## src/vna_ram.sv

```systemverilog
module vna_ram #(
    parameter int WIDTH = 8,
    parameter int DEPTH = 16
) (
    input  logic                     aclk,
    input  logic                     we,
    input  logic [$clog2(DEPTH)-1:0] waddr,
    input  logic [WIDTH-1:0]         wdata,
    input  logic [$clog2(DEPTH)-1:0] raddr,
    output logic [WIDTH-1:0]         rdata
);

    logic [WIDTH-1:0] mem [DEPTH];

    always_ff @(posedge aclk) begin
        if (we) begin
            mem[waddr] <= wdata;
        end
        rdata <= mem[raddr];
    end

endmodule

```

## config.mk

```make
export PLATFORM = sky130hd
export DESIGN_NAME = vna_ram
export DESIGN_NICKNAME = d
export VERILOG_FILES = /design/src/vna_ram.sv
export SDC_FILE = /design/constraint.sdc
export NUM_CORES = 1
export LEC_CHECK = 0
export BUFFER_PORTS_ARGS = -buffer_cell sky130_fd_sc_hd__buf_2
export CORE_MARGIN = 2
export CORE_UTILIZATION = 55
export DETAILED_ROUTE_END_ITERATION = 7
export PLACE_DENSITY_LB_ADDON = 0.2
export SLEW_MARGIN = 20
export SYNTH_ARGS = -nofsm -noshare
export SYNTH_HDL_FRONTEND = slang
export SYNTH_SLANG_ARGS = --single-unit
```

## constraint.sdc

```tcl
create_clock -name aclk -period 2.55 [get_ports aclk]
set_input_delay 0 -clock aclk [delete_from_list [all_inputs] [get_ports aclk]]
set_output_delay 0 -clock aclk [all_outputs]
set_load 0.005 [all_outputs]
```

==> Word level (Yosys, flattened, before mapping) <==
Memories as Yosys holds them, arrays and structs flattened. A register that Yosys moved wholly into a read port is not among the register bits.
Cells that the tools add are included.
{ "word_totals": {"reg_bits": 0, "ramBits": 128, "in_bits": 18, "output_inout_bits": 8, "elab_cells": 3, "n_memories": 1} }
{ "classes": {"n_mux": 2} }
{ "memory_table": {"columns": ["memory", "depth", "width", "rd", "rd_ports_with_merged_regs", "wr", "line", "source"], "rows": [
  ["mem", 16, 8, 1, 1, 1, "13", "logic [WIDTH-1:0] mem [DEPTH];"]
]} }
{ "op_table": {"columns": ["cell", "count"], "rows": [
  ["1-bit two-way mux", 2]
]} }

==> Depth between registers and ports, before layout <==
{ "logic_depth": {"depth_word": 2, "mapped_depth": 5} }

==> Least setup slack after synthesis <==
Ideal clock, no wire load.
{ "synth_path": {"path_kind": "in2reg", "from": "input waddr[2]", "to": "memory mem[0][0], enable pin", "setup_time_ps": 383, "t_arrival_ps": 1110, "required_ps": 2167, "slack_ps": 1057, "stages": 2, "path_buffers": 0, "cell_sequence": "or3b_2 nor3_1"} }
{ "synth_lines": {"columns": ["item", "line", "source"], "rows": [
  ["start, declared", "7", "input logic [$clog2(DEPTH)-1:0] waddr,"],
  ["end, declared", "13", null]
]} }
No word-level cell before the write port.

==> impl_summary.md <==
Status
The flow ran to the end, and the final reports show no timing, DRC or antenna violations.

Clocking
Clock-pin slew was measured on the worst setup and hold paths at 0.06 ns. The H-tree depth is 4. Clock tree synthesis found a total of 136 sinks. The worst-skew pair later-pin latency is 0.51 ns.

The post-CTS setup buffer count is 0. The number of buffers created by CTS is 17. TritonCTS built the clock tree. No sink is reached through more buffers than the 2 on the longest clock path. The cell sitting at the root of the clock tree is a sky130_fd_sc_hd__clkbuf_8.

Setup path
Of all nets on the critical path, the largest fanout is 1. The reg-to-reg startpoint is mem[5][2]. Counting cells, the worst reg-to-reg path comes to 3. The endpoint of the worst-slack reg-to-reg timing path is rdata[2]. The critical path startpoint is mem[5][2]. The critical path in this run is classified as register to register. STA classifies the critical path startpoint as a register. STA classifies the critical path endpoint as a register. The setup slack of the most critical reg-to-reg path is 1.21 ns.

Data arrives at the worst endpoint at 1.73 ns. The data required time of the critical path is 2.94 ns.

Place
The number of buffers added on ports is 25. The half-perimeter wire length of the detailed placement result is 5960 µm. The number of placed cells counting well taps is 367.

Prior to clock tree synthesis, the placed netlist has a worst setup slack of 0.885 ns. Once placement finished, the instance area stood at 5430 µm². The congestion estimate from routability-driven global placement came to 0.722.

Layout
The finished layout holds 407 standard cells, fillers aside. Measured on the finished design, the core utilization comes to 66.5%. After the last flow step, the layout net total stands at 301. The number of antenna diodes is 0. The share of layout cells above drive strength 1 is 28.7%. The layout has 593 filler cells. The layout overhead on the synthesized area is 18.2%. The post-route standard cell area excluding fillers is 6090 µm².

Floorplan
The floorplan die height is 101 µm. For this configuration, the core starts out at a cell density of 56.2%. The area enclosed by the die boundary is 10100 µm². The chip width is 101 µm. After floorplanning, the core was divided into 35 placement rows. For this design the top-level I/O count stands at 26.

In this run the standard cell core region covers 9150 µm².

Routing
For this run, the detailed router's first-pass iteration total came to 4. After detailed routing, the average wire length per cell comes to 23.5 µm. The number of DRC markers after the initial detailed-route iteration is 188. The routed layout has 2447 vias. For this block, the routed nets add up to 9560 µm of wire. In this run the remaining antenna-violating nets after routing total 0. The number of DRC violations after detailed routing is 0. The number of vias per cell is 6.01.

Min path
For hold timing, the worst endpoint is mem[3][6]. The startpoint identified for the worst hold timing path is waddr[2]. The count of cells along the worst hold path is 3. The min-delay analysis places its worst path in the category input pin to register.

STA
Final hold analysis gives a worst-case slack of 0.0480 ns. The smallest clock period supported by the final layout is computed as 1.34 ns. Of the available clock period, the critical path in the final layout requires 52.5%. Setup repair after global routing left no endpoint under its margin. The minimum setup slack in the final design is 1.21 ns. The transition time at the pin with the least slew margin is 0.930 ns. Based on the critical path, the design can be clocked at up to 0.747 GHz. The number of hold violations in the final report came to 0. The worst-case clock skew is 0.00579 ns. Measured against its own limit, the worst slew margin works out to 37.8%. Setup violations remaining at the end of the flow were counted as 0. The max-slew violation count is 0. The setup TNS is 0 ns.

Power and ir drop
The worst voltage drop across the vdd grid is 0.000538 V. The reported leakage power is 2.07 nW. The total power of the final layout is 5.10 mW. The power per standard cell area is 837 nW/µm².

Logic synthesis
The post-synthesis sequential area ratio is 77.8%. The Yosys step of the flow raised 0 warnings. The biggest area contributor in the post-synthesis netlist is sky130_fd_sc_hd__edfxtp_1.

The number of flops mapped to enable cells by yosys is 128. For this run, asynchronously set or reset flops after synthesis account for 0%. The area share of the largest cell type after synthesis is 74.7%. The main flop type after synthesis is sky130_fd_sc_hd__edfxtp_1. The flop and latch count out of synthesis is 136. The number of different library cells in the post-synthesis netlist is 19.

By area the synthesized netlist is led by sky130_fd_sc_hd__edfxtp_1, sky130_fd_sc_hd__mux4_2, sky130_fd_sc_hd__mux4_1. Synthesis produced a netlist with a net count of 247. Ranked by instance count, the synthesized netlist is headed by sky130_fd_sc_hd__edfxtp_1, sky130_fd_sc_hd__mux4_2, sky130_fd_sc_hd__a22oi_1. Yosys instantiated no cell more often than sky130_fd_sc_hd__edfxtp_1.

Synthesis produced 229 cells. The total standard cell area after synthesis is 5150 µm². The post-synthesis area per instance is 22.5 µm².

Global routing
The wire length of the first global-routing pass is 14700 µm. The pin count of the biggest net entering global routing is 23. The via count of the first global-routing pass is 2413. The total track usage is 21.3%. Global routing finished with a remaining overflow of 0. The number of antenna violations at the first check in global routing was 0.

Flow run
The count of max-cap constraint violations is 0.
## layer usage
layer | vias to the layer above | global-route usage (%) | part of all wire [%]
met1 | 1274 | 29.7 | 42
met4 | 0 | 7.90 | 0.68
met2 | 83 | 32.7 | 51
met5 | - | 0 | 0
li1 | 1084 | - | -
met3 | 6 | 5.69 | 5.5
## kinds of logic (layout without fill, tap and decap cells)
group | count (synthesis) | count (layout) | synth area share [%]
AOI/OAI and AO/OA | 16 | 16 | 2.33
buffers and inverters | 10 | 77 | 1.68
DFF | 136 | 136 | 77.8
muxes | 32 | 32 | 15.0
and+or+nand+nor | 35 | 35 | 3.18
## registers in the layout, indices dropped and copies added, names as in the netlist
name	count
mem	128
rdata	8
## report_power, final
part / internal, mW / switching (mW)
Sequential: 2.50 / 0.0164
Clock: 1.48 / 0.867
Combinational: 0.104 / 0.125
## layout by cell type (no fill, tap or decap)
cell / n
sky130_fd_sc_hd__edfxtp_1: 128
sky130_fd_sc_hd__buf_2: 25
sky130_fd_sc_hd__mux4_2: 18
sky130_fd_sc_hd__a22oi_1: 16
sky130_fd_sc_hd__clkbuf_16: 16
sky130_fd_sc_hd__mux4_1: 14
sky130_fd_sc_hd__nor2_1: 13
sky130_fd_sc_hd__buf_4: 11
sky130_fd_sc_hd__nand2_1: 9
sky130_fd_sc_hd__dlygate4sd3_1: 8
sky130_fd_sc_hd__dfxtp_1: 8
sky130_fd_sc_hd__nor3_1: 4
sky130_fd_sc_hd__clkinvlp_4: 4
sky130_fd_sc_hd__bufinv_16: 3
sky130_fd_sc_hd__clkbuf_1: 3
sky130_fd_sc_hd__clkinv_2: 3
sky130_fd_sc_hd__nand3b_1: 2
sky130_fd_sc_hd__nand2b_1: 2
sky130_fd_sc_hd__clkinv_4: 2
sky130_fd_sc_hd__nor2b_1: 1
sky130_fd_sc_hd__and2_1: 1
sky130_fd_sc_hd__and2b_1: 1
sky130_fd_sc_hd__nand3_1: 1
sky130_fd_sc_hd__or3b_2: 1
sky130_fd_sc_hd__clkbuf_8: 1
sky130_fd_sc_hd__buf_12: 1
## cell type report
cell class                      count  area [µm²]  area share, %
Tap cell                          111         139           2.28
Clock inverter                     12         153           2.51
Timing Repair Buffer               45         308           5.06
Multi-Input combinational cell     83        1060           17.4
Sequential cell                   136        4000           65.8
Clock buffer                       20         425           6.99
## worst max-delay path: stages (launching register included)
cell and delay (ns):
sky130_fd_sc_hd__edfxtp_1 0.34, sky130_fd_sc_hd__mux4_1 0.55, sky130_fd_sc_hd__a22oi_1 0.25, sky130_fd_sc_hd__nand2_1 0.08
## timing repair
action	in CTS	in global routing
hold buffers	8	0
hold endpoints to repair	128	0
gates resized for setup	0	0
## worst max-delay path by stage
stage	endpoint
CTS	rdata[2]
detailed placement	rdata[0]
finish	rdata[2]
global placement	rdata[0]
global route	rdata[0]
floorplan	mem[0][0]
Note: power is estimated with default switching activity, not from simulation.
