<file path="src/vna_div.sv">
module vna_div #(
    parameter int NUM_W = 32,
    parameter int DEN_W = 16,
    parameter int Q_W   = 32
) (
    input  logic             aclk,
    input  logic             aresetn,
    input  logic             start,
    input  logic [NUM_W-1:0] num,
    input  logic [DEN_W-1:0] den,
    output logic             done,
    output logic [Q_W-1:0]   quo
);

    localparam int CW = $clog2(Q_W + 1);

    logic             busy_reg;
    logic             done_reg;
    logic [CW-1:0]    cnt_reg;
    logic [DEN_W-1:0] rem_reg;
    logic [Q_W-1:0]   low_reg;
    logic [Q_W-1:0]   quo_reg;
    logic [DEN_W:0]   trial;
    logic [DEN_W:0]   diff;
    logic             ge;

    assign trial = {rem_reg, low_reg[Q_W-1]};
    assign ge    = trial >= {1'b0, den};
    assign diff  = trial - {1'b0, den};

    always_ff @(posedge aclk) begin
        if (!aresetn) begin
            busy_reg <= 1'b0;
            done_reg <= 1'b0;
            cnt_reg  <= '0;
        end else begin
            done_reg <= 1'b0;
            if (start) begin
                busy_reg <= 1'b1;
                cnt_reg  <= CW'(Q_W);
            end else if (busy_reg) begin
                cnt_reg <= cnt_reg - CW'(1);
                if (cnt_reg == CW'(1)) begin
                    busy_reg <= 1'b0;
                    done_reg <= 1'b1;
                end
            end
        end
    end

    always_ff @(posedge aclk) begin
        if (start) begin
            rem_reg <= DEN_W'(num >> Q_W);
            low_reg <= num[Q_W-1:0];
            quo_reg <= '0;
        end else if (busy_reg) begin
            rem_reg <= ge ? diff[DEN_W-1:0] : trial[DEN_W-1:0];
            low_reg <= low_reg << 1;
            quo_reg <= {quo_reg[Q_W-2:0], ge};
        end
    end

    assign done = done_reg;
    assign quo  = quo_reg;

endmodule

</file>
<file path="config.mk">
export PLATFORM = sky130hd
export DESIGN_NAME = vna_div
export DESIGN_NICKNAME = d
export VERILOG_FILES = /design/src/vna_div.sv
export SDC_FILE = /design/constraint.sdc
export NUM_CORES = 1
export LEC_CHECK = 0
export BUFFER_PORTS_ARGS = -buffer_cell sky130_fd_sc_hd__buf_2
export CORE_MARGIN = 3
export CORE_UTILIZATION = 56
export CTS_CLUSTER_SIZE = 40
export DETAILED_ROUTE_END_ITERATION = 10
export GPL_ROUTABILITY_DRIVEN = 0
export PLACE_DENSITY = 0.8
export SETUP_SLACK_MARGIN = 0.3
export SYNTH_ARGS = -nofsm -noshare
export SYNTH_HDL_FRONTEND = slang
export SYNTH_SLANG_ARGS = --single-unit
</file>
<file path="constraint.sdc">
create_clock -name aclk -period 2.8 [get_ports aclk]
set_input_delay 0 -clock aclk [delete_from_list [all_inputs] [get_ports aclk]]
set_output_delay 0 -clock aclk [all_outputs]
set_load 0.05 [all_outputs]
</file>
* Yosys cells after proc, flatten, opt, wreduce, memory -nomap -nowiden
Cells that the tools add are included.
** Word-level totals
- Register bits after elaboration :: 88
- Latch bits :: 0
- Memory bits (writable) :: 0
- ROM bits :: 0
- Input port bits :: 51
- Output and inout bits :: 33
- Memories :: 0
** Operators by class
- $add $sub $neg :: 2
- $mul :: 0
- Divide/modulo/power cells :: 0
- $lt $le $gt $ge :: 1
- Eq/ne operators :: 1
- Shift operators :: 0
- Mux-type cells :: 9
- Bitwise operators :: 2
- Reduce and logical (&&, ||, !) cells :: 3
** Operator list (count)
- $mux 32 :: 2
- $ge 17x16->1 :: 1
- $mux 16 :: 1
- $sub 16x16->16 :: 1
- $mux 6 :: 2
- $eq 6x1->1 const B :: 1
- $sub 6x1->6 const B :: 1
- $mux 1 :: 4
- $reduce_or 3->1 :: 1
- $not 1->1 :: 2
- $reduce_bool 2->1 :: 1
- $reduce_or 2->1 :: 1

* Logic depth before layout (Yosys ltp)
Gate-level depths: netlist (run 1).
- Depth in word-level cells :: 4
- Mapped depth :: 11

* Worst setup path before layout (run 1)
No wires, ideal clock.
- Path type :: reg-to-reg
- From :: register rem_reg[5]
- To :: register rem_reg[0]
- Library setup time :: 0.122 ns
- Arrival time :: 2.079 ns
- Slack :: 0.600 ns
- Cell stages (with the launch flop) :: 10
- Path buffers :: 3
- Clock period less this slack :: 2.200 ns
- Cell sequence :: dfxtp_1 > ha_1 > buf_2 > a211o_1 > a21oi_1 > nand4_1 > a21o_1 > buf_4 > buf_6 > o311a_1
** Between the ends
- Cells in the longest elaborated chain, start to end :: 2
** Ends and longest elaborated chain
- start: declaration :: RTL line 20 : logic [DEN_W-1:0] rem_reg;
- start signal: assignment :: RTL line 53 : rem_reg <= DEN_W'(num >> Q_W);
- start signal: assignment :: RTL line 57 : rem_reg <= ge ? diff[DEN_W-1:0] : trial[DEN_W-1:0];
- $ge 17x16->1 :: RTL line 28 : assign ge = trial >= {1'b0, den};
- $mux 16 :: RTL line 57
No other way between the ends.
A chain may end at the register's enable or synchronous reset.

* Final worst setup path (run 1)
- From :: register rem_reg[5]
- To :: register rem_reg[1]
The elaborated chain is that of the path after synthesis.

==> qor.txt, run 1 <==
CTS tree: done
Combinational Power Share: 0.222
later-pin clock latency in the skew report: 0.35 ns
CTS clk-pin slew, worst paths: 0.10 ns
start of the worst register-to-register path: rem_reg[5]
HP Start: den[0]
R2R depth: 8
DRT Pass-1 Iters: 5
Final setup viols: 0
Synth area leader: dfxtp_1
largest net degree at the start of global routing: 53
vias in the first global route: 3738
Chip Width: 95.6 µm
CTS root buffer: clkbuf_8
Final Max Tran Viols: 0
CP cell instances: ha_2 -> a211o_1 -> a21oi_2 -> nand4_1 -> buf_4 -> a21o_2 -> mux2i_1 -> a22o_1
syn avg cell area: 10.2 µm²
Slowest cell on crit path: dfxtp_1
Yosys Warn Count: 0
Reg2Reg Setup Slack: 0.33 ns
# clock sinks: 88
DP Wirelength: 6670 µm
pre-CTS WS: 0.156 ns
unrepaired setup endpoints after global routing: yes
ANT cells: 0
Top delay family on crit path: compound AO/OA/AOI/OAI gates
Post-synth ARST share: 0
sequential element share of the synthesized area: 0.463
post-synthesis cell count: 442
die area: 9150 µm²
Reg power frac: 0.482
grt ovf: 0
CP Max Fanout: 8
area of the mapped netlist: 4500 µm²
vias per cell: 5.86
Final TNS setup: 0 ns
CP Class: reg -> reg
initial antenna violation count: 0
Critical R2R Capture: rem_reg[1]
Area Growth Syn to Fin: 26.5%
Final period util: 0.882
WL/cell: 17.1 µm
filler cell count: 540
worst path bufs/invs: 1
VDD IR-drop max: 368 µV
outcome: finished, final reports clean
Synth cell types: 54
P_int: 2.12 mW
DR DRC count: 0
largest cells by area after synthesis: dfxtp_1 (25%), edfxtp_1 (21%), mux2_2 (7.8%)
delay of the slowest cell on the worst path: 0.38 ns
htree depth: 3
Highest Clock Rate: 0.405 GHz
switching fraction of total power: 0.301
Min-Delay Path Depth: 4
Antenna Nets Post-Route: 0
Worst Path Required: 3.05 ns
Port Buf Inserts: 83
Core ar.: 7770 µm²
Clock Path Buffers: 2
post-route minimum period: 2.47 ns
commonest register cell after synthesis: dfxtp_1
Initial Util: 0.579
clock power share: 0.296
Post-synth EDFFs: 32
worst hold path endpoint: rem_reg[0]
final worst slack: 0.329 ns
row count: 32
CP endpoint kind: register
HP Class: in -> reg
count leader, synth: nor2_1
final hold vios: 0
synth cell count leaders: nor2_1 (63), dfxtp_1 (56), mux2i_1 (33), edfxtp_1 (32), mux2_2 (31)
Die Ht: 95.6 µm
static leakage: 2.45 nW
Clock Skew: 0.0145 ns
synthesis-stage register bit count: 88
Setup crit start kind: register
Total Wirelength: 11400 µm
Crit path arrival time: 2.72 ns
sw power: 0.911 mW
Max-slew headroom: 0.485
gr usage total: 0.243
power per cell area: 532 nW/µm²
global-route wire length before repair: 17400 µm
area share of the largest cell type after synthesis: 0.249
num ports: 84
Worst Tran Pin Value: 0.772 ns
max cap viols: 0
Post-Syn Nets: 512
nets@finish: 627
via count: 3892
DRT iter0 DRCs: 224
CTS buffer count: 9
layout cell share with drive strength beyond 1: 0.301
==> power groups by stage <==
stage	Combinational (mW)	Clock, mW	Sequential [mW]
after floorplan	0.416	0	1.48
after global placement	0.524	0	1.48
after detailed placement	0.539	0	1.48
after CTS	0.592	0.915	1.45
after global routing	0.732	0.965	1.47
final	0.673	0.896	1.46
==> stage by stage <==
stage	hold WS (ns)	util	instance area (µm²)	cells	power [mW]
floorplan	0.118	-	4500	442	1.89
global placement	0.233	0.641	4980	609	2.00
detailed placement	0.242	0.641	4980	609	2.02
CTS	0.120	0.713	5540	659	2.96
global route	0.142	0.733	5690	664	3.16
finish	0.116	0.733	5690	664	3.03
==> layout make-up <==
type	count	area [µm²]	area share
sequential	88	2080	0.366
tap	102	128	0.0224
clock inverter	5	43.8	0.00769
timing repair buffer	127	841	0.148
multi-input combinational	308	2360	0.414
inverter	23	86.3	0.0152
clock buffer	11	153	0.0268
==> worst max-delay path by stage <==
| stage | from | endpoint | depth (start not counted) |
|---|---|---|---|
| after detailed placement | rem_reg[11] | rem_reg[6] | 7 |
| after global routing | rem_reg[5] | rem_reg[1] | 8 |
| after global placement | rem_reg[5] | rem_reg[6] | 7 |
| after floorplan | rem_reg[5] | rem_reg[0] | 9 |
| final | rem_reg[5] | rem_reg[1] | 8 |
| after CTS | rem_reg[11] | rem_reg[4] | 8 |
==> worst reg2reg max path, stage by stage (launching register included) <==
cell and delay, ns:
dfxtp_1 0.38, ha_2 0.34, a211o_1 0.32, a21oi_2 0.24, nand4_1 0.23, buf_4 0.21, a21o_2 0.30, mux2i_1 0.15
a22o_1 0.21
==> layer usage <==
| metal | global-route usage | vias to the layer above | routed length, µm |
|---|---|---|---|
| met2 | 0.434 | 162 | 5950 |
| met1 | 0.288 | 1874 | 4380 |
| li1 | - | 1825 | - |
| met3 | 0.0489 | 31 | 716 |
| met4 | 0.0841 | 0 | 314 |
| met5 | 0 | - | 0 |
==> cells in the final DEF (no fill, tap or decap), types with 6 or more instances in the layout <==
master,Yosys,layout
edfxtp_1,32,32
nand2_1,26,26
clkbuf_8,0,9
xnor2_1,6,6
a211oi_1,8,8
ha_1,18,8
nand3_1,6,6
inv_1,23,22
buf_4,2,10
nor3_1,9,9
dfxtp_1,56,54
nor2_1,63,63
o21ai_0,8,8
nand2b_1,8,8
buf_2,4,83
mux2_2,31,31
a21oi_1,23,21
dlygate4sd3_1,0,33
mux2i_1,33,33
==> timing repair <==
| action | in CTS | in global routing |
|---|---|---|
| hold buffers | 33 | 0 |
| setup buffers | 1 | 4 |
| endpoints found under the hold margin | 34 | 0 |
| pin swaps | 1 | 7 |
| setup endpoints to repair | 13 | 16 |
| gates cloned | 0 | 1 |
| gates resized for setup | 3 | 23 |
==> kinds of logic after synthesis <==
family | synth area share
xor+xnor | 0.0214
compound gates | 0.134
flops | 0.463
fa+ha+maj | 0.0545
mux | 0.151
simple gates | 0.133
buf+inv | 0.0436
(Power assumes the default switching activity.)
==> inputs of run 2 (changes only) <==
HOLD_SLACK_MARGIN = 0.05   (was unset)
RECOVER_POWER = 50   (was unset)
==> run 2 against run 1 <==
  * The flow now finishes with violations (capacitance limit, slew limit)
  * Global-route usage is the same
  * Power is essentially flat
  * Register-to-register slack is essentially flat
  * Critical path type unchanged
  * Largest power group unchanged
==> qor.txt, run 2 (synthesis results as in run 1) <==
commonest non-fill, non-tap cell in the layout: nor2_1
Total Wirelength: 11300 µm (-0.15%)
worst path bufs/invs: 1 (unchanged)
CTS clk-pin slew, worst paths: 0.10 ns (about the same)
Slowest cell on crit path: dfxtp_1
Chip Width: 95.6 µm (unchanged)
pre-CTS WS: 0.156 ns (unchanged)
global-route wire length before repair: 17400 µm (unchanged)
largest net degree at the start of global routing: 53 (unchanged)
final worst slack: 0.321 ns (-0.00887 ns)
gr usage total: 0.243 (unchanged)
filler cell count: 566 (+4.8%)
Setup crit start kind: register
Clock Path Buffers: 2 (unchanged)
DR DRC count: 0 (unchanged)
commonest non-fill, non-tap cells in the layout: nor2_1 (63), dfxtp_1 (54), buf_2 (49)
CP endpoint kind: register
unrepaired setup endpoints after global routing: yes
static leakage: 2.31 nW (-6.1%)
Initial Util: 0.579 (unchanged)
vias per cell: 5.87 (+0.10%)
delay of the slowest cell on the worst path: 0.38 ns (about the same)
die area: 9150 µm² (unchanged)
violated checks: capacitance limit, slew limit
Crit path arrival time: 2.73 ns (about the same)
CP cell instances: ha_2 -> a211o_1 -> a21oi_2 -> nand4_1 -> buf_4 -> a21o_2 -> mux2i_1 -> a22o_1
Worst Tran Pin Value: 1.79 ns (+1.02 ns)
Die Ht: 95.6 µm (unchanged)
Worst setup startpoint: rem_reg[5]
DRT Pass-1 Iters: 5 (unchanged)
Final period util: 0.886 (+0.00317)
start of the worst register-to-register path: rem_reg[5]
CTS buffer count: 9 (unchanged)
Worst Path Required: 3.05 ns (about the same)
HP Start: den[0]
FF+latch area: 2080 µm² (unchanged)
CP Max Fanout: 8 (unchanged)
DRT iter0 DRCs: 207 (-7.6%)
Top delay family on crit path: compound AO/OA/AOI/OAI gates
htree depth: 3 (unchanged)
Antenna Nets Post-Route: 0 (unchanged)
Multi-input gate area: 2360 µm² (unchanged)
power per cell area: 536 nW/µm² (+0.78%)
row count: 32 (unchanged)
num ports: 84 (unchanged)
via count: 3896 (+0.10%)
Area Growth Syn to Fin: 25.5%
Final Max Tran Viols: 31 (+31)
layout cell share with drive strength beyond 1: 0.237 (-0.0641)
CTS tree: done
nets@finish: 627 (unchanged)
Highest Clock Rate: 0.403 GHz (-0.36%)
initial antenna violation count: 0 (unchanged)
vias in the first global route: 3738 (unchanged)
post-route minimum period: 2.48 ns (+0.00887 ns)
ANT cells: 0 (unchanged)
later-pin clock latency in the skew report: 0.35 ns (about the same)
HP Class: in -> reg
grt ovf: 0 (unchanged)
VDD IR-drop max: 368 µV (about the same)
CTS root buffer: clkbuf_8
DP Wirelength: 6670 µm (unchanged)
WL/cell: 17.1 µm (-0.15%)
Final setup viols: 0 (unchanged)
Core ar.: 7770 µm² (unchanged)
outcome: finished, violations left
Max-slew headroom: -0.196 (-0.681)
# clock sinks: 88 (unchanged)
final hold vios: 0 (unchanged)
Clock Skew: 0.0146 ns (+0.0000540 ns)
Port Buf Inserts: 83 (unchanged)
Final TNS setup: 0 ns (unchanged)
max cap viols: 1 (+1)
CP Class: reg -> reg
==> run 2: metal layers <==
metal  global-route usage  routed length (µm)  vias up
met1                0.288                4390     1861
li1                     -                   -     1828
met4               0.0841                 351        0
met2                0.434                5920      168
met3               0.0489                 683       39
met5                    0                   0        -
==> run 2: worst register-to-register path: cells and delay by family, from the launching register on <==
family | cells | cell delay, ns
AO/OA/AOI/OAI | 4 | 1.07
AND/OR/NAND/NOR | 1 | 0.23
adder cells (fa/ha/maj) | 1 | 0.34
flip-flops | 1 | 0.38
buffers and inverters | 1 | 0.21
multiplexers | 1 | 0.15
==> run 2: path summary, 6_finish.rpt <==
check / cells past startpoint / slack (ns) / endpoint
setup / recovery: 8 / 0.32 / rem_reg[1]
hold / removal: 4 / 0.12 / rem_reg[0]
setup reg to reg: 8 / 0.32 / rem_reg[1]
hold reg to reg: 2 / 0.50 / cnt_reg[0]
==> run 2: what timing repair did <==
action | in CTS | in global routing
gates cloned | 0 | 1
pin swaps | 1 | 7
buffers inserted | 1 | 4
resized for setup | 3 | 23
hold buffers | 33 | 0
endpoints found under the setup margin | 13 | 16
endpoints found under the hold margin | 36 | 0
==> run 2: area by class of cell <==
cell class / count / share of cell area
Clock inverter: 5 / 0.00776
Sequential cell: 88 / 0.369
Clock buffer: 11 / 0.0270
Timing Repair Buffer: 127 / 0.140
Tap cell: 102 / 0.0226
Multi-Input combinational cell: 308 / 0.418
Inverter: 23 / 0.0153
==> run 2: through the flow <==
stage	hold slack, ns	total power [mW]	instances	cell area, µm²	util
6_report	0.119	3.03	664	5650	0.727
5_1_grt	0.142	3.16	664	5650	0.727
4_1_cts	0.120	2.96	659	5540	0.713
3_5_place_dp	0.242	2.02	609	4980	0.641
3_3_place_gp	0.233	2.00	609	4980	0.641
2_1_floorplan	0.118	1.89	442	4500	-
==> run 2: power breakdown <==
part	total [mW]	leakage [nW]	internal (mW)	switching, mW
clock network	0.895	0.102	0.395	0.500
registers	1.46	0.778	1.41	0.0448
logic	0.671	1.42	0.306	0.365
total	3.03	2.31	2.12	0.910
==> inputs of run 3 (changes only) <==
CORE_MARGIN = unset   (was 3)
CORE_UTILIZATION = 60   (was 56)
PLACE_DENSITY = 0.85   (was 0.8)
clock period = 2.97 ns   (was 2.8 ns; I/O delays follow)
==> run 3 against run 2 <==
  * The flow still finishes with violations (capacitance limit, slew limit)
  * Die area fell by 14%
  * Clock skew fell by 0.0019 ns
  * Power fell by 9.1%
  * Flip-flop and latch count did not move
  * Count of clock-buffer cells in the layout rose by 1
  * Combinational power fell by 15%
  * Clock power fell by 9.6%
  * Worst hold slack improved by 0.028 ns
==> qor.txt, run 3 (synthesis results as in run 1) <==
outcome: finished, violations left
violated checks: capacitance limit, slew limit
htree depth: 3 (unchanged)
Crit path arrival time: 2.84 ns (+0.11 ns)
static leakage: 2.25 nW (-2.3%)
Final setup viols: 0 (unchanged)
CTS clk-pin slew, worst paths: 0.09 ns (about the same)
power per cell area: 504 nW/µm² (-6.0%)
Multi-input gate area: 2240 µm² (-5.0%)
vias in the first global route: 3598 (-3.7%)
CTS tree: done
DRT Pass-1 Iters: 4 (-1)
WL/cell: 15.9 µm (-7.1%)
DP Wirelength: 6490 µm (-2.6%)
num ports: 84 (unchanged)
worst hold path endpoint: rem_reg[0]
max cap viols: 2 (+1)
unrepaired setup endpoints after global routing: yes
CP Class: reg -> reg
Min-Delay Path Depth: 4 (unchanged)
filler cell count: 522 (-7.8%)
final hold vios: 0 (unchanged)
Post-Layout Cell Count: 655 (-1.4%)
nets@finish: 621 (-0.96%)
Clock Path Buffers: 2 (unchanged)
Chip Width: 88.6 µm (-7.4%)
later-pin clock latency in the skew report: 0.36 ns (about the same)
post-route minimum period: 2.59 ns (+0.114 ns)
Final TNS setup: 0 ns (unchanged)
# clock sinks: 88 (unchanged)
DR DRC count: 0 (unchanged)
Inst Count DP: 605 (-0.66%)
vias per cell: 5.71 (-2.6%)
fin util: 0.753 (+0.0257)
ANT cells: 0 (unchanged)
HP Class: in -> reg
global-route wire length before repair: 16300 µm (-6.0%)
Antenna Nets Post-Route: 0 (unchanged)
CTS buffer count: 9 (unchanged)
Port Buf Inserts: 83 (unchanged)
Total Wirelength: 10400 µm (-8.3%)
Die Ht: 88.6 µm (-7.4%)
Worst Path Required: 3.22 ns (+0.17 ns)
Core ar.: 7250 µm² (-6.6%)
Initial Util: 0.620 (+0.0411)
layout cell share with drive strength beyond 1: 0.198 (-0.0388)
R2R depth: 5 (-3)
largest net degree at the start of global routing: 69 (+30%)
Highest Clock Rate: 0.386 GHz (-4.4%)
via count: 3743 (-3.9%)
CP endpoint kind: register
pre-CTS WS: 0.365 ns (+0.210 ns)
final worst slack: 0.377 ns (+0.0561 ns)
Worst Tran Pin Value: 1.87 ns (+0.0810 ns)
Final Max Tran Viols: 30 (-3.2%)
Area Growth Syn to Fin: 21.3%
Critical R2R Capture: cnt_reg[4]
die area: 7850 µm² (-14%)
grt ovf: 0 (unchanged)
commonest non-fill, non-tap cells in the layout: nor2_1 (63), dfxtp_1 (55), buf_2 (49)
VDD IR-drop max: 532 µV (+44%)
row count: 31 (-3.1%)
CP Max Fanout: 29 (+21)
HP Start: den[0]
start of the worst register-to-register path: busy_reg
Clock Skew: 0.0127 ns (-0.00191 ns)
Reg2Reg Setup Slack: 0.38 ns (+0.06 ns)
commonest non-fill, non-tap cell in the layout: nor2_1
WHS: 0.148 ns (+0.0285 ns)
initial antenna violation count: 0 (unchanged)
DRT iter0 DRCs: 263 (+27%)
FF+latch area: 2080 µm² (about the same)
Setup crit start kind: register
CTS root buffer: clkbuf_8
Max-slew headroom: -0.250 (-0.0540)
Final period util: 0.873 (-0.0123)
gr usage total: 0.276 (+0.0334)
## run 3: how the worst max path moves through the flow
stage | startpoint | to | slack (ns) | cells past startpoint
final | busy_reg | cnt_reg[4] | 0.38 | 5
after global routing | busy_reg | cnt_reg[4] | 0.14 | 5
after CTS | rem_reg[11] | rem_reg[9] | 0.33 | 7
after detailed placement | rem_reg[5] | rem_reg[6] | 0.37 | 7
after global placement | rem_reg[11] | rem_reg[9] | 0.44 | 7
after floorplan | rem_reg[5] | rem_reg[0] | 0.77 | 9
## run 3: power breakdown
| part | total, mW | internal (mW) | switching, mW |
|---|---|---|---|
| clock | 0.809 | 0.358 | 0.451 |
| combinational | 0.567 | 0.256 | 0.311 |
| sequential | 1.37 | 1.33 | 0.0398 |
| total | 2.75 | 1.95 | 0.801 |
## run 3: cell type report
cell class / instances / share of cell area
Clock inverter: 4 / 0.00504
Timing Repair Buffer: 122 / 0.136
Multi-Input combinational cell: 307 / 0.410
Tap cell: 99 / 0.0227
Sequential cell: 88 / 0.382
Inverter: 23 / 0.0158
Clock buffer: 12 / 0.0286
## run 3: metrics by stage
step	area, µm²	power [mW]
global route	5460	2.87
finish	5460	2.75
detailed placement	4970	1.90
floorplan	4500	1.78
CTS	5480	2.71
global placement	4970	1.88
## run 3: critical path: stages, from the launching register on
cell and delay [ns]:
dfxtp_2 0.34, clkbuf_1 1.34, nand2_1 0.28, nor3_1 0.29, xnor2_1 0.17, nor2_1 0.06
## run 3: routing by layer
metal  share of wire  global-route usage  wire length (µm)  vias up
met1            0.41               0.327              4300     1763
met4           0.019               0.111               194        0
met5               0                   0                 0        -
li1                -                   -                 -     1810
met2            0.51               0.487              5350      145
met3           0.053              0.0606               553       25
## run 3: repair_timing
item,CTS,global route
hold buffers,33,0
resized for setup,0,4
setup endpoints to repair,0,12
hold endpoints to repair,34,0
buffers inserted,0,1
