<file path="src/vna_pkg.sv">
package vna_pkg;

    localparam int MAX_VERTICES_DEF = 1024;
    localparam int COORD_BITS       = 16;
    localparam int NORMAL_FRAC_BITS = 14;
    localparam int INDEX_BITS       = 10;
    localparam int NORM_BITS        = 16;
    localparam int SUM_BITS         = 32;
    localparam int COUNT_BITS       = 16;
    localparam logic [COUNT_BITS-1:0] COUNT_MAX = '1;

    localparam int EDGE_BITS  = COORD_BITS + 1;
    localparam int VEC_BITS   = 32;
    localparam int SCALE_BITS = 30;
    localparam int SQ_BITS    = 64;
    localparam int LEN_BITS   = 31;
    localparam int QUO_BITS   = 16;
    localparam int NUM_BITS   = SCALE_BITS + NORMAL_FRAC_BITS;
    localparam logic [NORM_BITS-1:0] UNIT_ONE = NORM_BITS'(1) << NORMAL_FRAC_BITS;

    localparam logic signed [NORM_BITS-1:0] NORM_LIMIT_POS = 16'sd16384;
    localparam logic signed [NORM_BITS-1:0] NORM_LIMIT_NEG = -16'sd16384;

    typedef enum logic [1:0] {
        OP_CLEAR    = 2'd0,
        OP_WRITE    = 2'd1,
        OP_TRIANGLE = 2'd2,
        OP_READ     = 2'd3
    } op_t;

    typedef struct packed {
        op_t                           operation;
        logic [INDEX_BITS-1:0]         vertex_index;
        logic signed [COORD_BITS-1:0]  coord_x;
        logic signed [COORD_BITS-1:0]  coord_y;
        logic signed [COORD_BITS-1:0]  coord_z;
        logic [INDEX_BITS-1:0]         corner_a;
        logic [INDEX_BITS-1:0]         corner_b;
        logic [INDEX_BITS-1:0]         corner_c;
    } request_t;

    typedef struct packed {
        logic [INDEX_BITS-1:0]        normal_index;
        logic signed [NORM_BITS-1:0]  normal_x;
        logic signed [NORM_BITS-1:0]  normal_y;
        logic signed [NORM_BITS-1:0]  normal_z;
    } result_t;

    typedef struct packed {
        logic signed [COORD_BITS-1:0] x;
        logic signed [COORD_BITS-1:0] y;
        logic signed [COORD_BITS-1:0] z;
    } pos_entry_t;

    typedef struct packed {
        logic signed [SUM_BITS-1:0] sum_x;
        logic signed [SUM_BITS-1:0] sum_y;
        logic signed [SUM_BITS-1:0] sum_z;
        logic [COUNT_BITS-1:0]      count;
    } acc_entry_t;

    typedef struct packed {
        logic start;
        logic done;
    } unit_ctrl_t;

    typedef enum logic [2:0] {
        N_IDLE,
        N_SHIFT,
        N_SQUARE,
        N_SQRT,
        N_DIV,
        N_DONE
    } norm_state_t;

    typedef enum logic [3:0] {
        ST_CLEAR,
        ST_IDLE,
        ST_TRI_A,
        ST_TRI_B,
        ST_TRI_C,
        ST_TRI_D,
        ST_NORM_E1,
        ST_NORM_E2,
        ST_CROSS,
        ST_NORM_F,
        ST_ACC_RD,
        ST_ACC_WR,
        ST_RD_ADDR,
        ST_RD_DATA,
        ST_RD_DIV,
        ST_OUT
    } top_state_t;

endpackage

</file>
<file path="src/vna_div.sv">
module vna_div #(
    parameter int NUM_W = 32,
    parameter int DEN_W = 16,
    parameter int Q_W   = 32
) (
    input  logic             aclk,
    input  logic             aresetn,
    input  logic             start,
    input  logic [NUM_W-1:0] num,
    input  logic [DEN_W-1:0] den,
    output logic             done,
    output logic [Q_W-1:0]   quo
);

    localparam int CW = $clog2(Q_W + 1);

    logic             busy_reg;
    logic             done_reg;
    logic [CW-1:0]    cnt_reg;
    logic [DEN_W-1:0] rem_reg;
    logic [Q_W-1:0]   low_reg;
    logic [Q_W-1:0]   quo_reg;
    logic [DEN_W:0]   trial;
    logic [DEN_W:0]   diff;
    logic             ge;

    assign trial = {rem_reg, low_reg[Q_W-1]};
    assign ge    = trial >= {1'b0, den};
    assign diff  = trial - {1'b0, den};

    always_ff @(posedge aclk) begin
        if (!aresetn) begin
            busy_reg <= 1'b0;
            done_reg <= 1'b0;
            cnt_reg  <= '0;
        end else begin
            done_reg <= 1'b0;
            if (start) begin
                busy_reg <= 1'b1;
                cnt_reg  <= CW'(Q_W);
            end else if (busy_reg) begin
                cnt_reg <= cnt_reg - CW'(1);
                if (cnt_reg == CW'(1)) begin
                    busy_reg <= 1'b0;
                    done_reg <= 1'b1;
                end
            end
        end
    end

    always_ff @(posedge aclk) begin
        if (start) begin
            rem_reg <= DEN_W'(num >> Q_W);
            low_reg <= num[Q_W-1:0];
            quo_reg <= '0;
        end else if (busy_reg) begin
            rem_reg <= ge ? diff[DEN_W-1:0] : trial[DEN_W-1:0];
            low_reg <= low_reg << 1;
            quo_reg <= {quo_reg[Q_W-2:0], ge};
        end
    end

    assign done = done_reg;
    assign quo  = quo_reg;

endmodule

</file>
<file path="src/vna_norm.sv">
module vna_norm
    import vna_pkg::*;
(
    input  logic                        aclk,
    input  logic                        aresetn,
    input  unit_ctrl_t                  ctrl_in,
    input  logic signed [VEC_BITS-1:0]  vec_x,
    input  logic signed [VEC_BITS-1:0]  vec_y,
    input  logic signed [VEC_BITS-1:0]  vec_z,
    output unit_ctrl_t                  ctrl_out,
    output logic signed [NORM_BITS-1:0] res_x,
    output logic signed [NORM_BITS-1:0] res_y,
    output logic signed [NORM_BITS-1:0] res_z
);

    norm_state_t st_reg, st_next;

    logic [VEC_BITS-1:0]       mag_reg [3];
    logic [2:0]                neg_reg;
    logic [SQ_BITS-1:0]        acc_reg;
    logic [2*SCALE_BITS-1:0]   prod_reg;
    logic [1:0]                k_reg;
    logic [SQ_BITS-1:0]        n_reg;
    logic [SQ_BITS-1:0]        root_reg;
    logic [SQ_BITS-1:0]        bit_reg;
    logic [1:0]                comp_reg;
    logic                      launched_reg;
    logic signed [NORM_BITS-1:0] out_reg [3];

    logic [VEC_BITS-1:0]  in_mag [3];
    logic                 in_zero;
    logic [VEC_BITS-1:0]  mx;
    logic [SQ_BITS-1:0]   trial;
    logic                 div_start;
    logic                 div_done;
    logic [QUO_BITS-1:0]  div_quo;
    logic [QUO_BITS-1:0]  clamped;
    logic [NUM_BITS-1:0]  div_num;

    assign in_mag[0] = vec_x[VEC_BITS-1] ? VEC_BITS'(-vec_x) : VEC_BITS'(vec_x);
    assign in_mag[1] = vec_y[VEC_BITS-1] ? VEC_BITS'(-vec_y) : VEC_BITS'(vec_y);
    assign in_mag[2] = vec_z[VEC_BITS-1] ? VEC_BITS'(-vec_z) : VEC_BITS'(vec_z);
    assign in_zero   = (vec_x == '0) && (vec_y == '0) && (vec_z == '0);

    always_comb begin
        mx = mag_reg[0];
        if (mag_reg[1] > mx) begin
            mx = mag_reg[1];
        end
        if (mag_reg[2] > mx) begin
            mx = mag_reg[2];
        end
    end

    assign trial   = n_reg;
    assign div_num = {mag_reg[comp_reg][SCALE_BITS-1:0], NORMAL_FRAC_BITS'(0)};
    assign clamped = (div_quo > UNIT_ONE) ? UNIT_ONE : div_quo;

    // next state
    always_comb begin
        st_next = st_reg;
        unique case (st_reg)
            N_IDLE: begin
                if (ctrl_in.start) begin
                    st_next = in_zero ? N_DONE : N_SHIFT;
                end
            end
            N_SHIFT: begin
                if (mx[VEC_BITS-1:SCALE_BITS] == '0 && mx[SCALE_BITS-1]) begin
                    st_next = N_SQUARE;
                end
            end
            N_SQUARE: begin
                if (k_reg == 2'd3) begin
                    st_next = N_SQRT;
                end
            end
            N_SQRT: begin
                if (bit_reg[0]) begin
                    st_next = N_DIV;
                end
            end
            N_DIV: begin
                if (div_done && comp_reg == 2'd2) begin
                    st_next = N_DONE;
                end
            end
            N_DONE: st_next = N_IDLE;
            default: st_next = N_IDLE;
        endcase
    end

    // outputs
    always_comb begin
        ctrl_out.start = 1'b0;
        ctrl_out.done  = (st_reg == N_DONE);
        div_start      = (st_reg == N_DIV) && !launched_reg;
    end

    always_ff @(posedge aclk) begin
        if (!aresetn) begin
            st_reg       <= N_IDLE;
            launched_reg <= 1'b0;
        end else begin
            st_reg <= st_next;
            if (div_start) begin
                launched_reg <= 1'b1;
            end else if (div_done) begin
                launched_reg <= 1'b0;
            end
        end
    end

    always_ff @(posedge aclk) begin
        unique case (st_reg)
            N_IDLE: begin
                if (ctrl_in.start) begin
                    mag_reg[0] <= in_mag[0];
                    mag_reg[1] <= in_mag[1];
                    mag_reg[2] <= in_mag[2];
                    neg_reg    <= {vec_z[VEC_BITS-1], vec_y[VEC_BITS-1], vec_x[VEC_BITS-1]};
                    k_reg      <= 2'd0;
                    comp_reg   <= 2'd0;
                    acc_reg    <= '0;
                    out_reg[0] <= '0;
                    out_reg[1] <= '0;
                    out_reg[2] <= '0;
                end
            end
            N_SHIFT: begin
                if (mx[VEC_BITS-1:SCALE_BITS] != '0) begin
                    mag_reg[0] <= mag_reg[0] >> 1;
                    mag_reg[1] <= mag_reg[1] >> 1;
                    mag_reg[2] <= mag_reg[2] >> 1;
                end else if (!mx[SCALE_BITS-1]) begin
                    mag_reg[0] <= mag_reg[0] << 1;
                    mag_reg[1] <= mag_reg[1] << 1;
                    mag_reg[2] <= mag_reg[2] << 1;
                end
            end
            N_SQUARE: begin
                if (k_reg != 2'd3) begin
                    prod_reg <= mag_reg[k_reg][SCALE_BITS-1:0] * mag_reg[k_reg][SCALE_BITS-1:0];
                end
                if (k_reg != 2'd0) begin
                    acc_reg <= acc_reg + SQ_BITS'(prod_reg);
                end
                if (k_reg == 2'd3) begin
                    n_reg    <= acc_reg + SQ_BITS'(prod_reg);
                    root_reg <= '0;
                    bit_reg  <= SQ_BITS'(1) << (SQ_BITS - 2);
                end
                k_reg <= k_reg + 2'd1;
            end
            N_SQRT: begin
                if (trial >= root_reg + bit_reg) begin
                    n_reg    <= n_reg - (root_reg + bit_reg);
                    root_reg <= (root_reg >> 1) + bit_reg;
                end else begin
                    root_reg <= root_reg >> 1;
                end
                bit_reg <= bit_reg >> 2;
            end
            N_DIV: begin
                if (div_done) begin
                    out_reg[comp_reg] <= neg_reg[comp_reg] ? NORM_BITS'(-clamped)
                                                           : NORM_BITS'(clamped);
                    comp_reg <= comp_reg + 2'd1;
                end
            end
            N_DONE: begin
                comp_reg <= 2'd0;
            end
            default: begin
                comp_reg <= 2'd0;
            end
        endcase
    end

    vna_div #(
        .NUM_W (NUM_BITS),
        .DEN_W (LEN_BITS),
        .Q_W   (QUO_BITS)
    ) u_div (
        .aclk    (aclk),
        .aresetn (aresetn),
        .start   (div_start),
        .num     (div_num),
        .den     (root_reg[LEN_BITS-1:0]),
        .done    (div_done),
        .quo     (div_quo)
    );

    assign res_x = out_reg[0];
    assign res_y = out_reg[1];
    assign res_z = out_reg[2];

endmodule

</file>
<file path="config.mk">
export PLATFORM = sky130hd
export DESIGN_NAME = vna_norm
export DESIGN_NICKNAME = d
export VERILOG_FILES = /design/src/vna_pkg.sv /design/src/vna_div.sv /design/src/vna_norm.sv
export SDC_FILE = /design/constraint.sdc
export NUM_CORES = 2
export LEC_CHECK = 0
export BUFFER_PORTS_ARGS = -buffer_cell sky130_fd_sc_hd__buf_2
export CAP_MARGIN = 20
export CORE_MARGIN = 4
export CORE_UTILIZATION = 55
export CTS_BUF_LIST = sky130_fd_sc_hd__clkbuf_4
export CTS_CLUSTER_DIAMETER = 40
export DETAILED_ROUTE_END_ITERATION = 10
export PLACE_DENSITY = 0.74
export REMOVE_ABC_BUFFERS = 1
export SYNTH_ARGS = -nofsm -noshare
export SYNTH_HDL_FRONTEND = slang
export SYNTH_SLANG_ARGS = --single-unit
</file>
<file path="constraint.sdc">
create_clock -name aclk -period 10 [get_ports aclk]
set_input_delay 0.5 -clock aclk [delete_from_list [all_inputs] [get_ports aclk]]
set_output_delay 0.5 -clock aclk [all_outputs]
set_load 0.005 [all_outputs]
</file>
; Yosys cells after proc, flatten, opt, wreduce, memory -nomap -nowiden
; Memory sizes are Yosys's and may differ from the RTL's. A register that Yosys moved wholly into a read port is not among the register bits.
; Index checks and enable logic that the tools add are counted.
[word_totals]
reg_bits = 383
ram_bits = 144
inputBits = 100
output_inout_bits = 50
wordCells = 162
memories = 2
[mem_list]
columns = name, depth, width, read_ports, rd_ports_with_merged_regs, wr, line_no
row1 = mag_reg, 3, 32, 5, 2, 3, vna_norm.sv:18  ; logic [VEC_BITS-1:0] mag_reg [3];
row2 = out_reg, 3, 16, 3, 0, 3, vna_norm.sv:28  ; logic signed [NORM_BITS-1:0] out_reg [3];
[classes]
addsub = 12
n_mul = 1
magnitude_cmp = 6
eq_ne = 17
mux = 68
bitwise_logic = 9
n_reduce_logical = 29
[ops]
columns = operator, count
row1 = one-hot mux 64 bit (2 select lines), 4
row2 = 2-to-1 mux 64 bit, 7
row3 = 2-to-1 mux 32 bit, 11
row4 = logical NOT 32 bit, 3
row5 = negation 32 bit, 3
row6 = 2-to-1 mux 16 bit, 5
row7 = adder 63 x 64 -> 64 bit, 1
row8 = adder 64 x 60 -> 64 bit, 1
row9 = adder 64 bit, 1
row10 = greater-or-equal comparator 64 bit, 1
row11 = greater-than comparator 32 bit, 2
row12 = subtractor 64 bit, 1
row13 = multiplier 30 x 30 -> 60 bit, 1
row14 = 2-to-1 mux 28 bit, 2
row15 = greater-or-equal comparator 32 x 31 -> 1 bit, 1
row16 = 2-to-1 mux 31 bit, 1
row17 = subtractor 31 bit, 1
row18 = 2-to-1 mux 1 bit, 21
row19 = 2-to-1 mux 3 bit, 6
row20 = "greater-than comparator 16 x 15 -> 1 bit, second input constant", 1
row21 = "!= test 2 bit, second input constant", 8
row22 = negation 16 bit, 1
row23 = OR reduction 16 bit, 1
row24 = one-hot mux 3 bit (5 select lines), 1
row25 = 26 further kinds, 57

; Longest topological paths before layout
; An unclocked memory read counts as a cell.
[depth]
ltp_word = 11
mapped_depth = 36
mapped_depth_nobuf = 33

; Modules after synthesis
; From an unflattened synthesis, not the netlist that was laid out.
[hier_totals]
cells_unflattened = 7110
area_unflattened_um2 = 64783.4
[by_module_without_submodules]
columns = mod, instances, cells_each, area_each_um2, seq_area_each_um2
row1 = vna_norm, 1, 6561, 59851.2, 13192.7
row2 = vna_div, 1, 549, 4932.2, 1841.8

; Worst setup path before layout
; OpenSTA, ideal clock, no wires.
[synth_timing]
kind = register -> register
start = register root_reg[6]
end = register n_reg[0], enable pin
setup_ns = 0.583
t_arrival_ns = 9.727
t_required_ns = 9.417
path_slack_ns = -0.310
stages_incl_launch_ff = 22
path_buffers = 3
synth_period_minus_slack_ns = 10.310
cell_sequence = edfxtp_1 -> ha_1 -> nand4_1 -> or3_1 -> o211ai_1 -> a31oi_1 -> o21bai_2 -> a31oi_2 -> o31a_1 -> o41ai_2 -> a31oi_1 -> o21ai_1 -> xnor2_1 -> ha_1 -> clkbuf_1 -> nand4_1 -> nor4_1 -> nand3_1 -> o221a_2 -> buf_2 -> buf_1 -> a21boi_0
[synth_via]
elab_chain_len = 4
[synth_lines]
columns = item, line_no
row1 = start: declaration, vna_norm.sv:24  ; logic [SQ_BITS-1:0] root_reg;
row2 = start signal: assignment, vna_norm.sv:158  ; root_reg <= (root_reg >> 1) + bit_reg;
row3 = start signal: assignment, vna_norm.sv:160  ; root_reg <= root_reg >> 1;
row4 = adder 64 bit, vna_norm.sv:156  ; if (trial >= root_reg + bit_reg) begin
row5 = greater-or-equal comparator 64 bit, vna_norm.sv:156
row6 = != test 2 bit (no line), --
row7 = AND reduction 3 bit (no line), --
row8 = end signal: assignment, vna_norm.sv:149  ; n_reg <= acc_reg + SQ_BITS'(prod_reg);
row9 = end signal: assignment, vna_norm.sv:157  ; n_reg <= n_reg - (root_reg + bit_reg);
row10 = end: declaration, vna_norm.sv:23  ; logic [SQ_BITS-1:0] n_reg;
; Every way passes these cells.
; A chain may end at the register's enable or synchronous reset.

==> summary.txt <==
Placed design
  • Final GP Congestion: 0.9767
  • Final HPWL DP: 137300 um
  • Area after DPL: 0.06602 mm^2
  • IO Port Bufs: roughly 150

Timing
  • Final Setup Violations: 0
  • Max_slew headroom: 23.33%
  • Setup Skew: 0.1024 ns
  • Max Freq: 105.2 MHz
  • Final Hold Fails: 0
  • Tmin final: 9.508 ns
  • Fin. max-slew vios: 0
  • Unrepaired setup endpoints after global routing: no
  • Setup TNS: 0 ns
  • Final worst-path cycle share: ~95%
  • Least-Margin Pin Slew: 1.150 ns
  • Min Hold Slack: 0.08068 ns

Die
  • FP Rows: 124
  • Initial Utilization: a little under three fifths
  • Die extent in x: around 350 um
  • Core Region: about 0.11 mm^2
  • Die extent in y: 348.3 um
  • Die Area: 0.1213 mm^2
  • Io pins: 150

Global routing
  • Antenna violations before repair: 3
  • Vias in the first global route: just over 50k
  • Total grt overflow: 0
  • First-pass GRT wire length: 277800 um
  • Pin count of the biggest net entering global routing: roughly 170
  • GR Util All Layers: 28.71%

Logic synthesis
  • Synth top area cells: fa_1 (22%), edfxtp_1 (22%), ha_1 (11%), inv_1 (6.1%), nand2_1 (4.2%)
  • Yosys cell types: 95
  • Synthesized instance count: about 7.0k
  • Area share of the largest cell type after synthesis: between 20% and 30%
  • Synth area leader: fa_1
  • Ys flop type: edfxtp_1
  • Synth Register Bits: ~500
  • Syn. warnings: 0
  • Syn avg cell area: 9.071 um^2
  • Register area share after synthesis: 22.94%
  • Ys async rst share: 0%
  • Netlist Area Pre-Place: ~0.064 mm^2
  • Number of flops mapped to enable cells by yosys: 464

Layout
  • Final #Nets: 8543
  • Area growth from synthesis to layout: 7.743%
  • Max FFs per register: 96
  • # fillers: 9917
  • Layout cells sized above 1: ~7.9%
  • Final instance area: 0.06863 mm^2

Critical path
  • Crit end category: flip-flop
  • Reg2Reg Depth: 32
  • Critical-path maximum fanout: 13
  • Critical path arrival: 10.24 ns
  • Slowest stage delay, CP: 0.56 ns
  • CP max-delay cell: o21ai_1
  • Crit path launch type: flip-flop
  • Worst Path Required: between 10 and 15 ns
  • Most used cell, CP: fa_1
  • Setup CP Type: flip-flop to flip-flop

Clocking
  • Root Buffer: clkbuf_4
  • CTS Buffer Depth: 3
  • TritonCTS clock tree: built
  • # H-tree levels: 4
  • Sink Count: about 500
  • Postcts setup bufs: 0
  • Inserted Clock Buffers: 146
  • Clock-pin slew on the worst setup and hold paths: 0.06 ns
  • Worst-skew pair later-pin latency: 1.05 ns

Detailed routing
  • DRT Pass-1 Iters: 8
  • WL final: 175400 um
  • DR WL/cell: 19.87 um
  • Post-DRT Antenna Nets: 0
  • Drt first-iter violations: 5196
  • # DRC: 0
  • Vias/cell: 5.869
  • Via count: 51.80k

Min path
  • Hold-critical path depth: 4
  • Hold Path Class: input port to flip-flop

Run status
  • Status: complete, no violations

Flow run
  • Number of max-cap violations: 0
==> per-stage QoR <==
| step | utilization (%) | worst slack (ns) | std cells |
|---|---|---|---|
| 6_report | 59.86 | 0.4916 | 8827 |
| 5_1_grt | 59.86 | 0.03053 | 8827 |
| 4_1_cts | 59.82 | 0.4650 | 8816 |
| 3_5_place_dp | 57.58 | 0.5014 | 8491 |
| 3_3_place_gp | 57.58 | 0.6186 | 8491 |
| 2_1_floorplan | - | -6.394 | 6733 |
==> cell usage in the layout, fill, tap and decap left out, types with 77 or more instances in the layout <==
| cell type | count |
|---|---|
| inv_1 | 1033 |
| nand2_1 | 709 |
| fa_1 | 697 |
| nor2_1 | 630 |
| ha_1 | 551 |
| edfxtp_1 | 464 |
| a21oi_1 | 361 |
| o21ai_0 | 320 |
| xnor2_1 | 260 |
| clkbuf_4 | 209 |
| mux2i_1 | 186 |
| a21o_1 | 178 |
| xor2_1 | 155 |
| buf_2 | 147 |
| buf_4 | 98 |
| nand3_1 | 91 |
| a31oi_1 | 87 |
| nand4_1 | 80 |
| and2_1 | 79 |
| a211oi_1 | 77 |
==> synth_stat cells, drive strengths merged, types with 35 or more instances <==
master / instances
a211oi: 79
a21o: 178
a21oi: 361
a31oi: 88
and2: 81
buf: 51
clkbuf: 238
edfxtp: 464
fa: 697
ha: 551
inv: 1036
mux2i: 187
nand2: 710
nand3: 92
nand4: 80
nor2: 632
nor2b: 35
nor3: 59
o21a: 56
o21ai: 395
o21bai: 55
o31ai: 48
or3: 42
xnor2: 260
xor2: 155
==> cell type report <==
| class | instances | area (um^2) | share of cell area, % |
|---|---|---|---|
| multi-input combinational | 5192 | 44090 | 64.24 |
| sequential | 498 | 14620 | 21.30 |
| inverter | 1043 | 3921 | 5.714 |
| timing repair buffer | 314 | 2177 | 3.172 |
| tap | 1512 | 1892 | 2.757 |
| clock buffer | 207 | 1554 | 2.264 |
| clock inverter | 53 | 355.3 | 0.5178 |
| antenna | 8 | 20.02 | 0.02917 |
==> metal layers <==
| metal | part of all wire, % | global-route usage [%] | wire length, um |
|---|---|---|---|
| met3 | 9.2 | 5.869 | 16070 |
| met1 | 43 | 40.90 | 75850 |
| met5 | 0 | 0 | 0 |
| met4 | 3.2 | 9.396 | 5662 |
| met2 | 44 | 44.17 | 77820 |
==> repair_timing <==
| action | CTS | global route |
|---|---|---|
| hold endpoints to repair | 76 | 0 |
| gates resized for setup | 0 | 1 |
| endpoints found under the setup margin | 0 | 2 |
| hold buffers | 65 | 0 |
==> logic make-up (layout without fill, tap and decap cells) <==
family	count (synthesis)	count (layout)	synth area share, %
AND/OR/NAND/NOR	1890	1890	13.17
AO/OA/AOI/OAI	1444	1444	14.34
buffers and inverters	1332	1617	8.024
adder cells (fa/ha/maj)	1248	1248	32.73
flip-flops	498	498	22.94
XOR/XNOR	415	415	5.706
multiplexers	194	194	3.080
other	1	9	0.005887
==> worst paths after layout <==
check                                  startpoint                 to  slack [ns]
worst min register to register  u_div.rem_reg[28]  u_div.rem_reg[28]        0.51
worst max-delay path                    flip-flop       prod_reg[56]        0.49
worst max register to register          flip-flop       prod_reg[56]        0.49
worst min-delay path                    vec_z[18]     mag_reg[2][18]        0.08
==> worst max-delay path, delay by kind of cell, from the launching register on <==
family	cells	cell delay (ns)
AO/OA/AOI/OAI	11	3.03
XOR/XNOR	1	0.09
adder cells (fa/ha/maj)	9	4.21
buffers and inverters	9	1.07
flip-flops	1	0.52
multiplexers	1	0.09
AND/OR/NAND/NOR	1	0.20
Power is not shown: default switching activity piles up to over one toggle a cycle in this logic, so the estimate is an artifact.
